## src/design/ymodem_data_receiver_defines.svh

```systemverilog
// ----------------------------------------------------------------------------
// ymodem_data_receiver_defines - assertion macros
// Shared concurrent assertion forms for the YMODEM data receiver.
// ----------------------------------------------------------------------------
`ifndef YMODEM_DATA_RECEIVER_DEFINES_SVH
`define YMODEM_DATA_RECEIVER_DEFINES_SVH

// same-cycle implication
`define YMDR_ASSERT_IMP(label, clk, rst, ante, cons) \
  label: assert property (@(posedge clk) disable iff (rst) (ante) |-> (cons)) \
    else $error("ymodem_data_receiver: assertion failed");

// next-cycle implication
`define YMDR_ASSERT_NEXT(label, clk, rst, ante, cons) \
  label: assert property (@(posedge clk) disable iff (rst) (ante) |=> (cons)) \
    else $error("ymodem_data_receiver: assertion failed");

`endif

```

## src/design/ymdr_pkg.sv

```systemverilog
// ----------------------------------------------------------------------------
// ymdr_pkg - YMODEM data receiver package
// Codes, types and the byte-wide CRC-16/XMODEM update.
// ----------------------------------------------------------------------------
package ymdr_pkg;

  localparam int QUEUE_DEPTH = 4;

  // commands
  localparam logic [1:0] CMD_START   = 2'd0;
  localparam logic [1:0] CMD_BYTE    = 2'd1;
  localparam logic [1:0] CMD_TIMEOUT = 2'd2;

  // control characters
  localparam logic [7:0] CH_SOH   = 8'h01;
  localparam logic [7:0] CH_STX   = 8'h02;
  localparam logic [7:0] CH_EOT   = 8'h04;
  localparam logic [7:0] CH_ACK   = 8'h06;
  localparam logic [7:0] CH_NAK   = 8'h15;
  localparam logic [7:0] CH_CAN   = 8'h18;
  localparam logic [7:0] CH_CRC   = 8'h43;
  localparam logic [7:0] CH_ABORT = 8'h41;
  localparam logic [7:0] CH_ABORT_LC = 8'h61;

  localparam logic [15:0] CRC_POLY = 16'h1021;
  localparam logic [4:0]  ERROR_LIMIT_RESET = 5'd5;

  // verdicts
  localparam logic [1:0] V_NONE    = 2'd0;
  localparam logic [1:0] V_COMMIT  = 2'd1;
  localparam logic [1:0] V_DISCARD = 2'd2;
  localparam logic [1:0] V_HEADER  = 2'd3;

  typedef enum logic [2:0] {
    PH_IDLE      = 3'd0,
    PH_RECEIVING = 3'd1,
    PH_EOT       = 3'd2,
    PH_CANCELLED = 3'd3,
    PH_ABORT     = 3'd4,
    PH_ERRORS    = 3'd5
  } phase_t;

  typedef enum logic [2:0] {
    FS_START  = 3'd0,
    FS_CAN    = 3'd1,
    FS_BLKNUM = 3'd2,
    FS_BLKCMP = 3'd3,
    FS_DATA   = 3'd4,
    FS_CRC_HI = 3'd5,
    FS_CRC_LO = 3'd6
  } step_t;

  // one queued transaction: everything the back end needs for 1 or 2 results
  typedef struct packed {
    logic [1:0]  nrep;
    logic [7:0]  rep0;
    logic [7:0]  rep1;
    logic        pay;
    logic [7:0]  pbyte;
    logic [1:0]  verdict;
    logic [31:0] total;
    phase_t      phase;
  } desc_t;

  function automatic logic [15:0] crc16_byte(input logic [15:0] crc, input logic [7:0] b);
    logic [15:0] c;
    c = crc ^ {b, 8'h00};
    for (int i = 0; i < 8; i++) begin
      c = c[15] ? ((c << 1) ^ CRC_POLY) : (c << 1);
    end
    return c;
  endfunction

endpackage

```

## src/design/ymdr_front.sv

```systemverilog
// ----------------------------------------------------------------------------
// ymdr_front - framing and session front end
// Takes commands, runs block framing, CRC and session rules, queues results.
// ----------------------------------------------------------------------------
`include "ymodem_data_receiver_defines.svh"

module ymdr_front (
  input  logic              clk,
  input  logic              rst,
  input  logic              in_valid,
  output logic              in_ready,
  input  logic [1:0]        command,
  input  logic [7:0]        rx_byte,
  input  logic              cfg_valid,
  output logic              cfg_ready,
  input  logic [4:0]        cfg_limit,
  input  logic              q_full,
  output logic              q_push,
  output ymdr_pkg::desc_t   q_data
);
  import ymdr_pkg::*;

  phase_t      phase, phase_next;
  step_t       step, step_next;
  logic [4:0]  limit;
  logic        long_block, long_block_next;
  logic [10:0] bytes_left, bytes_left_next;
  logic [7:0]  block_number, block_number_next;
  logic [7:0]  block_complement, block_complement_next;
  logic [15:0] crc_accum, crc_accum_next;
  logic [7:0]  crc_high, crc_high_next;
  logic [7:0]  expected, expected_next;
  logic [4:0]  error_count, error_count_next;
  logic [31:0] total, total_next;

  logic accept, active, is_start, is_byte, is_tmo;
  logic hdr, eot, can, abort, blk_bad, err, over, notify;
  desc_t d;

  assign in_ready  = !q_full;
  assign cfg_ready = 1'b1;
  assign accept    = in_valid && !q_full;
  assign active    = (phase == PH_RECEIVING);
  assign is_start  = accept && (command == CMD_START);
  assign is_byte   = accept && active && (command == CMD_BYTE);
  assign is_tmo    = accept && active && (command == CMD_TIMEOUT);

  assign hdr   = (rx_byte == CH_SOH) || (rx_byte == CH_STX);
  assign eot   = (rx_byte == CH_EOT);
  assign can   = (rx_byte == CH_CAN);
  assign abort = (rx_byte == CH_ABORT) || (rx_byte == CH_ABORT_LC);
  assign blk_bad = (block_number != ~block_complement) ||
                   ({crc_high, rx_byte} != crc_accum);

  assign err = is_tmo ||
               (is_byte && (((step == FS_START) && !(hdr || eot || can || abort)) ||
                            ((step == FS_CAN) && !can) ||
                            ((step == FS_CRC_LO) && blk_bad)));
  assign over = err && (error_count >= limit);

  // next state: session phase and framing step
  always_comb begin
    phase_next = phase;
    step_next  = step;
    if (is_start) begin
      phase_next = PH_RECEIVING;
      step_next  = FS_START;
    end else if (err) begin
      step_next = FS_START;
      if (over) phase_next = PH_ERRORS;
    end else if (is_byte) begin
      unique case (step)
        FS_START: begin
          if (hdr) step_next = FS_BLKNUM;
          else if (eot) phase_next = PH_EOT;
          else if (can) step_next = FS_CAN;
          else if (abort) phase_next = PH_ABORT;
        end
        FS_CAN: begin
          phase_next = PH_CANCELLED;
          step_next  = FS_START;
        end
        FS_BLKNUM: step_next = FS_BLKCMP;
        FS_BLKCMP: step_next = FS_DATA;
        FS_DATA:   if (bytes_left == 11'd1) step_next = FS_CRC_HI;
        FS_CRC_HI: step_next = FS_CRC_LO;
        FS_CRC_LO: step_next = FS_START;
        default:   step_next = FS_START;
      endcase
    end
  end

  // datapath and queued result
  always_comb begin
    long_block_next       = long_block;
    bytes_left_next       = bytes_left;
    block_number_next     = block_number;
    block_complement_next = block_complement;
    crc_accum_next        = crc_accum;
    crc_high_next         = crc_high;
    expected_next         = expected;
    error_count_next      = error_count;
    total_next            = total;
    notify                = 1'b0;
    d                     = '0;
    if (is_start) begin
      expected_next    = 8'd1;
      error_count_next = 5'd0;
      total_next       = 32'd0;
      d.nrep = 2'd2;
      d.rep0 = CH_ACK;
      d.rep1 = CH_CRC;
    end else if (err) begin
      if (over) begin
        d.nrep = 2'd2;
        d.rep0 = CH_CAN;
        d.rep1 = CH_CAN;
      end else begin
        error_count_next = error_count + 5'd1;
        d.nrep = 2'd1;
        d.rep0 = CH_NAK;
      end
      // a timeout inside a block, or a bad block, discards it
      if ((is_tmo && (step >= FS_BLKNUM)) || (is_byte && (step == FS_CRC_LO)))
        d.verdict = V_DISCARD;
    end else if (is_byte) begin
      case (step)
        FS_START: begin
          if (hdr) begin
            long_block_next = (rx_byte == CH_STX);
            bytes_left_next = (rx_byte == CH_STX) ? 11'd1024 : 11'd128;
            crc_accum_next  = 16'd0;
          end else if (eot) begin
            notify = 1'b1;
          end else if (abort) begin
            d.nrep = 2'd2;
            d.rep0 = CH_CAN;
            d.rep1 = CH_CAN;
          end
        end
        FS_CAN: begin
          error_count_next = 5'd0;
          d.nrep = 2'd1;
          d.rep0 = CH_ACK;
        end
        FS_BLKNUM: block_number_next = rx_byte;
        FS_BLKCMP: block_complement_next = rx_byte;
        FS_DATA: begin
          d.pay           = 1'b1;
          d.pbyte         = rx_byte;
          crc_accum_next  = crc16_byte(crc_accum, rx_byte);
          bytes_left_next = bytes_left - 11'd1;
        end
        FS_CRC_HI: crc_high_next = rx_byte;
        FS_CRC_LO: begin
          error_count_next = 5'd0;
          d.nrep = 2'd1;
          d.rep0 = CH_ACK;
          if (block_number == 8'd0) begin
            // header block sent again
            d.verdict = V_HEADER;
            d.nrep    = 2'd2;
            d.rep1    = CH_CRC;
          end else if (block_number == expected) begin
            d.verdict     = V_COMMIT;
            total_next    = total + (long_block ? 32'd1024 : 32'd128);
            expected_next = expected + 8'd1;
          end else if (block_number == expected - 8'd1) begin
            d.verdict = V_DISCARD;
          end else begin
            d.verdict = V_DISCARD;
            d.rep0    = CH_NAK;
          end
        end
        default: ;
      endcase
    end
    d.total = total_next;
    d.phase = phase_next;
  end

  assign q_push = accept && ((d.nrep != 2'd0) || d.pay || notify || (d.verdict != V_NONE));
  assign q_data = d;

  always_ff @(posedge clk) begin
    if (rst) begin
      phase            <= PH_IDLE;
      step             <= FS_START;
      limit            <= ERROR_LIMIT_RESET;
      long_block       <= 1'b0;
      bytes_left       <= 11'd0;
      block_number     <= 8'd0;
      block_complement <= 8'd0;
      crc_accum        <= 16'd0;
      crc_high         <= 8'd0;
      expected         <= 8'd1;
      error_count      <= 5'd0;
      total            <= 32'd0;
    end else begin
      if (cfg_valid) limit <= cfg_limit;
      phase            <= phase_next;
      step             <= step_next;
      long_block       <= long_block_next;
      bytes_left       <= bytes_left_next;
      block_number     <= block_number_next;
      block_complement <= block_complement_next;
      crc_accum        <= crc_accum_next;
      crc_high         <= crc_high_next;
      expected         <= expected_next;
      error_count      <= error_count_next;
      total            <= total_next;
    end
  end

  `YMDR_ASSERT_IMP(a_idle_framing, clk, rst, phase != PH_RECEIVING, step == FS_START)
  `YMDR_ASSERT_NEXT(a_start_fresh, clk, rst, is_start, (phase == PH_RECEIVING) && (error_count == 5'd0) && (expected == 8'd1) && (total == 32'd0))

endmodule

```

## src/design/ymdr_queue.sv

```systemverilog
// ----------------------------------------------------------------------------
// ymdr_queue - result descriptor queue
// Small flop-based FIFO between the front end and the output stage.
// ----------------------------------------------------------------------------
`include "ymodem_data_receiver_defines.svh"

module ymdr_queue #(
  parameter int DEPTH = ymdr_pkg::QUEUE_DEPTH
) (
  input  logic            clk,
  input  logic            rst,
  input  logic            push,
  input  ymdr_pkg::desc_t push_data,
  output logic            full,
  input  logic            pop,
  output ymdr_pkg::desc_t head,
  output logic            head_valid
);
  import ymdr_pkg::*;

  localparam int PW = (DEPTH > 1) ? $clog2(DEPTH) : 1;
  localparam int CW = $clog2(DEPTH + 1);

  desc_t         mem [DEPTH];
  logic [PW-1:0] wr_ptr, rd_ptr;
  logic [CW-1:0] count;

  assign full       = (count == CW'(DEPTH));
  assign head_valid = (count != '0);
  assign head       = mem[rd_ptr];

  always_ff @(posedge clk) begin
    if (push && !full) mem[wr_ptr] <= push_data;
  end

  always_ff @(posedge clk) begin
    if (rst) begin
      wr_ptr <= '0;
      rd_ptr <= '0;
      count  <= '0;
    end else begin
      if (push && !full)
        wr_ptr <= (wr_ptr == PW'(DEPTH - 1)) ? '0 : wr_ptr + PW'(1);
      if (pop && head_valid)
        rd_ptr <= (rd_ptr == PW'(DEPTH - 1)) ? '0 : rd_ptr + PW'(1);
      count <= count + CW'(push && !full) - CW'(pop && head_valid);
    end
  end

  `YMDR_ASSERT_IMP(a_no_overflow, clk, rst, push, !full)
  `YMDR_ASSERT_IMP(a_no_underflow, clk, rst, pop, head_valid)

endmodule

```

## src/design/ymdr_back.sv

```systemverilog
// ----------------------------------------------------------------------------
// ymdr_back - result output stage
// Expands each queued descriptor into one or two registered result items.
// ----------------------------------------------------------------------------
`include "ymodem_data_receiver_defines.svh"

module ymdr_back (
  input  logic            clk,
  input  logic            rst,
  input  logic            head_valid,
  input  ymdr_pkg::desc_t head,
  output logic            pop,
  output logic            out_valid,
  input  logic            out_ready,
  output logic            reply_valid,
  output logic [7:0]      reply_byte,
  output logic            payload_valid,
  output logic [7:0]      payload_byte,
  output logic [1:0]      verdict,
  output logic [31:0]     bytes_committed,
  output logic [2:0]      session_state,
  output logic            last
);
  import ymdr_pkg::*;

  logic sub;   // second result of the head descriptor is next
  logic load, two;

  assign load = (!out_valid || out_ready) && head_valid;
  assign two  = (head.nrep == 2'd2);
  assign pop  = load && (!two || sub);

  always_ff @(posedge clk) begin
    if (rst) begin
      out_valid <= 1'b0;
      sub       <= 1'b0;
    end else if (load) begin
      out_valid <= 1'b1;
      sub       <= two && !sub;
    end else if (out_ready) begin
      out_valid <= 1'b0;
    end
  end

  always_ff @(posedge clk) begin
    if (load) begin
      bytes_committed <= head.total;
      session_state   <= head.phase;
      if (sub) begin
        reply_valid   <= 1'b1;
        reply_byte    <= head.rep1;
        payload_valid <= 1'b0;
        payload_byte  <= 8'd0;
        verdict       <= V_NONE;
        last          <= 1'b1;
      end else begin
        reply_valid   <= (head.nrep != 2'd0);
        reply_byte    <= (head.nrep != 2'd0) ? head.rep0 : 8'd0;
        payload_valid <= head.pay;
        payload_byte  <= head.pay ? head.pbyte : 8'd0;
        verdict       <= head.verdict;
        last          <= !two;
      end
    end
  end

  `YMDR_ASSERT_IMP(a_second_pending, clk, rst, sub, out_valid && !last)

endmodule

```

## src/design/ymodem_data_receiver.sv

```systemverilog
// A result item passes through the descriptor queue and then the output register after its command is accepted.
// Throughput: one command per cycle while the queue has room; one result per cycle out of the output
//   register while out_ready is high, so a command with two replies takes two result transactions.
// The QUEUE_DEPTH descriptor queue between front end and output stage sets how long
//   input keeps flowing while the output is stalled.
// Reset (rst, synchronous, active high): session idle, framing cleared, error_limit 5.
// ----------------------------------------------------------------------------
// ymodem_data_receiver - YMODEM data-phase receiver
// Frames SOH/STX blocks, checks number and CRC-16, replies ACK/NAK/CA/'C'.
// ----------------------------------------------------------------------------
module ymodem_data_receiver #(
  parameter int QUEUE_DEPTH = ymdr_pkg::QUEUE_DEPTH
) (
  input  logic        clk,
  input  logic        rst,
  // command channel
  input  logic        in_valid,
  output logic        in_ready,
  input  logic [1:0]  command,
  input  logic [7:0]  rx_byte,
  // result channel
  output logic        out_valid,
  input  logic        out_ready,
  output logic        reply_valid,
  output logic [7:0]  reply_byte,
  output logic        payload_valid,
  output logic [7:0]  payload_byte,
  output logic [1:0]  verdict,
  output logic [31:0] bytes_committed,
  output logic [2:0]  session_state,
  output logic        last,
  // configuration channel: error_limit register
  input  logic        cfg_valid,
  output logic        cfg_ready,
  input  logic [4:0]  error_limit
);
  import ymdr_pkg::*;

  // Front end: one command per transaction, full state update in the same cycle.
  // It only stalls when the queue has no room.
  desc_t q_data, q_head;
  logic  q_push, q_full, q_pop, q_valid;

  ymdr_front u_front (
    .clk       (clk),
    .rst       (rst),
    .in_valid  (in_valid),
    .in_ready  (in_ready),
    .command   (command),
    .rx_byte   (rx_byte),
    .cfg_valid (cfg_valid),
    .cfg_ready (cfg_ready),
    .cfg_limit (error_limit),
    .q_full    (q_full),
    .q_push    (q_push),
    .q_data    (q_data)
  );

  // Descriptors for commands that produce at least one result.
  ymdr_queue #(
    .DEPTH (QUEUE_DEPTH)
  ) u_queue (
    .clk        (clk),
    .rst        (rst),
    .push       (q_push),
    .push_data  (q_data),
    .full       (q_full),
    .pop        (q_pop),
    .head       (q_head),
    .head_valid (q_valid)
  );

  // Output register; splits two-reply descriptors into two result transactions.
  ymdr_back u_back (
    .clk             (clk),
    .rst             (rst),
    .head_valid      (q_valid),
    .head            (q_head),
    .pop             (q_pop),
    .out_valid       (out_valid),
    .out_ready       (out_ready),
    .reply_valid     (reply_valid),
    .reply_byte      (reply_byte),
    .payload_valid   (payload_valid),
    .payload_byte    (payload_byte),
    .verdict         (verdict),
    .bytes_committed (bytes_committed),
    .session_state   (session_state),
    .last            (last)
  );

endmodule

```

## config.mk

```make
export PLATFORM = sky130hd
export DESIGN_NAME = ymodem_data_receiver
export DESIGN_NICKNAME = d
export VERILOG_FILES = /design/src/design/ymdr_pkg.sv /design/src/design/ymdr_front.sv /design/src/design/ymdr_queue.sv /design/src/design/ymdr_back.sv /design/src/design/ymodem_data_receiver.sv
export VERILOG_INCLUDE_DIRS = /design/src /design/src/design
export SDC_FILE = /design/constraint.sdc
export NUM_CORES = 1
export LEC_CHECK = 0
export ABC_AREA = 1
export CORE_AREA = 2 2 136 238
export CTS_CLUSTER_DIAMETER = 150
export DETAILED_ROUTE_END_ITERATION = 8
export DIE_AREA = 0 0 138 240
export DONT_BUFFER_PORTS = 1
export PLACE_DENSITY = 0.7
export SETUP_SLACK_MARGIN = 0.1
export SLEW_MARGIN = 20
export SYNTH_ARGS = -nofsm -noshare
export SYNTH_HDL_FRONTEND = slang
export SYNTH_SLANG_ARGS = --single-unit
```

## constraint.sdc

```tcl
create_clock -name clk -period 7.6 [get_ports clk]
set_input_delay 1.14 -clock clk [delete_from_list [all_inputs] [get_ports clk]]
set_output_delay 1.14 -clock clk [all_outputs]
set_load 0.01 [all_outputs]
```

# [After elaboration in Yosys (flattened, before gate mapping)]
# Memories as Yosys holds them, arrays and structs flattened. A register that Yosys moved wholly into a read port is not among the register bits.
# Index checks and enable logic that the tools add are counted.
[word_totals] reg_bits=173 ram_bits=256 in_bits=20 output_inout_bits=59 wordCells=219 n_memories=1
[mem_list] name="u_queue.mem" depth=4 word_bits=64 rd=1 rd_clocked_by_memory_dff=1 wr=1 line="ymdr_queue.sv:24" text="desc_t mem [DEPTH];"
[op_classes] add_sub_neg=9 magnitude_cmp=2 n_eq_ne=29 n_mux=77 bitwise_logic=14 n_reduce_logical=62
[ops] op="$mux 32" count=6
[ops] op="$mux 13" count=8
[ops] op="$mux 18" count=5
[ops] op="$mux 11" count=4
[ops] op="$mux 3" count=12
[ops] op="$add 32x32->32" count=1
[ops] op="$mux 8" count=4
[ops] op="$pmux 16 s2" count=1
[ops] op="$mux 5" count=6
[ops] op="$pmux 10 s3" count=1
[ops] op="$mux 29" count=1
[ops] op="$not 3->3" count=8
[ops] op="$pmux 11 s2" count=1
[ops] op="$mux 2" count=10
[ops] op="$logic_and 1x1->1" count=18
[ops] op="$mux 9" count=2
[ops] op="$eq 8x7->1 const B" count=2
[ops] op="$eq 8x8->1" count=2
[ops] op="$mux 16" count=1
[ops] op="$ne 16x16->1" count=1
[ops] op="$pmux 8 s2" count=1
[ops] op="$reduce_and 4->1" count=4
[ops] op="$xor 16x16->16" count=1
[ops] op="$logic_or 1x1->1" count=15
[ops] op="other kinds (41)" count=78

# [Longest topological paths before layout]
[depth] word_depth=23 ltp_mapped=18 mapped_depth_nobuf=17

# [Cells and area by module]
# A second synthesis with hierarchy kept.
[hier_totals] hier_cells=1887 hier_area_um2=18873.1
[modules_own_cells] mod="ymdr_queue" instances=1 cells_each=689 area_per_inst_um2=9997.1 seq_area_each_um2=7867.5
[modules_own_cells] mod="ymdr_front" instances=1 cells_each=1074 area_per_inst_um2=6875.3 seq_area_each_um2=2162.1
[modules_own_cells] mod="ymdr_back" instances=1 cells_each=124 area_per_inst_um2=2000.7 seq_area_each_um2=1721.7

# [Least setup slack after synthesis]
# No wires, ideal clock.
[synth_timing] path_type="input -> register" start="input port out_ready" end="register u_queue.count[2]" setup_time_ns=0.121 t_arrival_ns=5.310 required_time_ns=7.479 path_slack_ns=2.170 cell_stages=10 n_path_buf=0 path_cell_list="nor2_1 a21oi_1 nand2_1 inv_1 ha_1 inv_1 ha_1 fa_1 o21ai_0 a21oi_1"
[synth_between] elab_chain_len=5
[synth_lines] item="start, declared" line="ymodem_data_receiver.sv:23" text="input logic out_ready,"
[synth_lines] item="$logic_or 1x1->1" line="ymdr_back.sv:29" text="assign load = (!out_valid || out_ready) && head_valid;"
[synth_lines] item="$logic_and 1x1->1" line="ymdr_back.sv:29"
[synth_lines] item="via u_back.load" line="ymdr_back.sv:27" text="logic load, two;"
[synth_lines] item="$logic_and 1x1->1" line="ymdr_back.sv:31" text="assign pop = load && (!two || sub);"
[synth_lines] item="$logic_and 1x1->1" line="ymdr_queue.sv:46" text="count <= count + CW'(push && !full) - CW'(pop && head_valid);"
[synth_lines] item="$sub 3x1->3" line="ymdr_queue.sv:46"
[synth_lines] item="end signal, assigned" line="ymdr_queue.sv:46"
[synth_lines] item="end, declared" line="ymdr_queue.sv:26" text="logic [CW-1:0] count;"
# The timed path passes the listed nets, and every way through them passes these cells.
# A chain may end at the register's enable or synchronous reset.

# [Worst setup path in the final report]
[layout_timing] start="register u_queue.count[1]" end="register u_queue.count[2]"
[layout_between] elab_chain_len=19 elab_cells_between_ends=37 classes_between="add/sub (2); eq/ne (1); mux (11); reduce/logical (23)"
[layout_lines] item="$eq 3x3->1 *" line="ymdr_queue.sv:28" text="assign full = (count == CW'(DEPTH));"
[layout_lines] item="$logic_not 1->1 *"
[layout_lines] item="via in_ready" line="ymodem_data_receiver.sv:18" text="output logic in_ready,"
[layout_lines] item="$logic_and 1x1->1" line="ymdr_front.sv:42" text="assign accept = in_valid && !q_full;"
[layout_lines] item="$logic_and 1x1->1" line="ymdr_front.sv:45, ymdr_front.sv:46"
[layout_lines] item="$logic_and 1x1->1" line="ymdr_front.sv:45" text="assign is_byte = accept && active && (command == CMD_BYTE);"
[layout_lines] item="$logic_and 1x1->1" line="ymdr_front.sv:56" text="(is_byte && (((step == FS_START) && !(hdr || eot || can || abort)) ||"
[layout_lines] item="$logic_or 1x1->1" line="ymdr_front.sv:55" text="assign err = is_tmo ||"
[layout_lines] item="(+2 left out)"
[layout_lines] item="$mux 18" line="ymdr_front.sv:113" text="end else if (err) begin"
[layout_lines] item="$mux 18" line="ymdr_front.sv:106" text="if (is_start) begin"
[layout_lines] item="$reduce_bool 2->1" line="ymdr_front.sv:182" text="assign q_push = accept && ((d.nrep != 2'd0) || d.pay || notify || (d.verdict != V_NONE));"
[layout_lines] item="$logic_or 1x1->1 (3 in a row)" line="ymdr_front.sv:182"
[layout_lines] item="$logic_and 1x1->1" line="ymdr_front.sv:182"
[layout_lines] item="$logic_and 1x1->1 *" line="ymdr_queue.sv:46"
[layout_lines] item="$add 3x1->3 *" line="ymdr_queue.sv:46"
[layout_lines] item="$sub 3x1->3 *" line="ymdr_queue.sv:46"
# Mark *: on every way through the listed nets, which the timed path passes. The rest lies on a longest branch.

==> impl_metrics.tcl <==
set metrics [dict create \
    status "complete, no violations" \
    ys_types 45 \
    cts.sinks 393 \
    setup_slack_ns 3.743 \
    wl_per_cell_um 18.37 \
    cts_resized 0 \
    ios 79 \
    via_per_inst 5.587 \
    fin_cells 2136 \
    cts_tree "done" \
    finalCriticalPeriod_ns 3.857 \
    crit_path_max_fanout 27 \
    syn_area_per_cell_um2 9.795 \
    nets 1756 \
    htreeDepth 2 \
    vias 11930 \
    drt-total-wl_um 39240 \
    dieArea_um2 33120 \
    drtPass1Iterations 7 \
    drive_gt1_share_pct 6.498 \
    antenna_found_initial 1 \
    drc_errors 0 \
    post-route-period-util_pct 50.76 \
    syn_to_final_growth_pct 8.415 \
    grt_pass1_vias 11850 \
    leakage_uw 0.006930 \
    slowest_delay_ns 0.80 \
    synth_seq_cells 393 \
    critPathLaunchType "flip-flop" \
    final_util_pct 58.94 \
    crit_required_ns 8.02 \
    cpMostUsedCell "inv_2" \
    max-slew-margin-rel_pct 27.87 \
    place.gp.congestion 0.8979 \
    power.density_nw_per_um2 294.5 \
    power_uw 5417 \
    crit_slowest_cell "nor2_2" \
    synth_cells 1732 \
    synth_area_um2 16970 \
    hold_path_class "flip-flop to flip-flop" \
    grtUsageTotal_pct 23.38 \
    die_y_um 240 \
    crit_path_end_kind "flip-flop" \
    pre_cts_ws_ns 3.297 \
    dp.cells 2071 \
    root_buffer "clkbuf_16" \
    core_um2 31200 \
    setup_violations 0 \
    tns_ns 0 \
    drtAntennaViolNets 0 \
    path_class "flip-flop to flip-flop" \
    clkSlewWorstSetupHoldPaths_ns 0.06 \
    cts_buffers 35 \
    async_flop_share_pct 0 \
    final_max_slew_viol_count 0 \
    grt_max_degree 71 \
    synth_flop_cell "edfxtp_1" \
    hold_viol_final 0 \
    drv_cap 0 \
    initial_utilization_pct 54.37 \
    dieWidth_um 138 \
    grt_setup_unrepaired "false" \
    tightest_slew_ns 1.081 \
    synth-edff-count 274 \
    cts_setup_buffers 0 \
    layout_commonest_cell "nor2_1" \
    power.ir.vdd_worst_v 0.0002484 \
    io_buffers 0 \
    yosysWarnings 0 \
    drtIter0Drc 744 \
    row_count 86 \
    clk_latency_ns 0.53 \
    cts.hold.buffers_added 0 \
    cts_buffer_depth 3 \
    cp_data_arrival_time_ns 4.28 \
    gr-total-overflow 0 \
    place_hpwl_um 25880 \
    grt_pass1_wl_um 61190 \
    path_cells "inv_2 -> nand3_1 -> nand2_1 -> inv_2 -> nand2_1 -> nor2_2 -> inv_2 -> o211ai_1 -> nor2_1 -> nor2_1 -> nand3_4 -> ha_1 -> fa_1 -> o21ai_0 -> a21oi_1" \
    fin_skew_ns 0.01057 \
    fmax_mhz 259.2 \
    seq_area_frac_synth_pct 62.54 \
    mostFrequentLayoutCells "nor2_1, edfxtp_1, nand2_1" \
]
-- cells by family (layout without fill, tap and decap cells) --
family	after synthesis	in the layout	share of synthesized area, %
other	2	4	0.04427
AO/OA/AOI/OAI	330	330	10.47
XOR/XNOR	43	43	2.220
adder cells (fa/ha/maj)	24	24	1.814
flip-flops	393	393	62.54
buffers and inverters	246	252	5.664
AND/OR/NAND/NOR	694	694	17.24
-- state kept, by name (all words and copies together), names as in the netlist, 11 cells and up, named ones only --
name                    flops
u_front.bytes_left         11
u_queue.mem               220
u_back.bytes_committed     32
u_front.crc_accum          16
u_front.total              32
-- Yosys cell counts (6+ instances only) --
master,number,area [µm²]
a21oi_1,89,445.4
a21oi_2,6,52.55
buf_2,6,30.03
clkbuf_1,53,198.9
dfxtp_1,119,2382
edfxtp_1,274,8228
ha_1,23,287.8
inv_1,165,619.3
inv_2,11,41.29
nand2_1,252,945.9
nand3_1,57,285.3
nand4_1,22,137.6
nor2_1,296,1111
nor2_2,6,37.54
nor3_1,33,165.2
o21ai_0,168,840.8
o21ai_1,14,70.07
o22ai_1,37,231.5
or2_2,9,56.30
xnor2_1,20,175.2
xor2_1,23,201.4
-- metrics by stage --
stage / area [µm²] / hold slack [ns]
3_5_place_dp: 17270 / 0.4389
2_1_floorplan: 16970 / 0.4261
3_3_place_gp: 17270 / 0.4366
4_1_cts: 18390 / 0.4488
6_report: 18390 / 0.4510
5_1_grt: 18390 / 0.4692
-- where the power goes --
group | internal (µW) | switching, µW | total [µW]
sequential | 2600 | 200 | 2800
clock | 972 | 772 | 1740
combinational | 236 | 638 | 875
-- layout make-up --
| type | count | area, µm² |
|---|---|---|
| clock buffer | 51 | 1017 |
| sequential | 393 | 10610 |
| multi-input combinational | 1094 | 5409 |
| tap | 396 | 495.5 |
| fill | 2663 | 12810 |
| timing repair buffer | 11 | 82.58 |
| inverter | 177 | 664.4 |
| antenna | 1 | 2.502 |
| clock inverter | 13 | 107.6 |
-- metal layers --
layer	wire length [µm]	GRT usage, %	share of wire (%)	vias up
li1	-	-	-	5798
met1	14250	24.19	36	5730
met2	21430	45.54	55	308
met3	1618	3.505	4.1	97
met4	1943	11.50	5.0	0
met5	0	0	0	-
-- critical path: cells and delay by family (launching register included) --
family | cells | cell delay [ns]
AO/OA/AOI/OAI | 3 | 0.43
AND/OR/NAND/NOR | 7 | 1.57
adder cells (fa/ha/maj) | 2 | 0.64
buffers and inverters | 3 | 0.70
flip-flops | 1 | 0.39
-- worst paths after layout --
kind	start	end	slack [ns]	cells after the start
max	u_queue.count[1]$_SDFF_PP0_	u_queue.count[2]$_SDFF_PP0_	3.74	15
min	u_front.total[1]$_SDFF_PP0_	u_front.total[1]$_SDFF_PP0_	0.45	2
max reg2reg	u_queue.count[1]$_SDFF_PP0_	u_queue.count[2]$_SDFF_PP0_	3.74	15
min reg2reg	u_front.total[1]$_SDFF_PP0_	u_front.total[1]$_SDFF_PP0_	0.45	2
No activity file was read; power rests on OpenSTA's default activity.
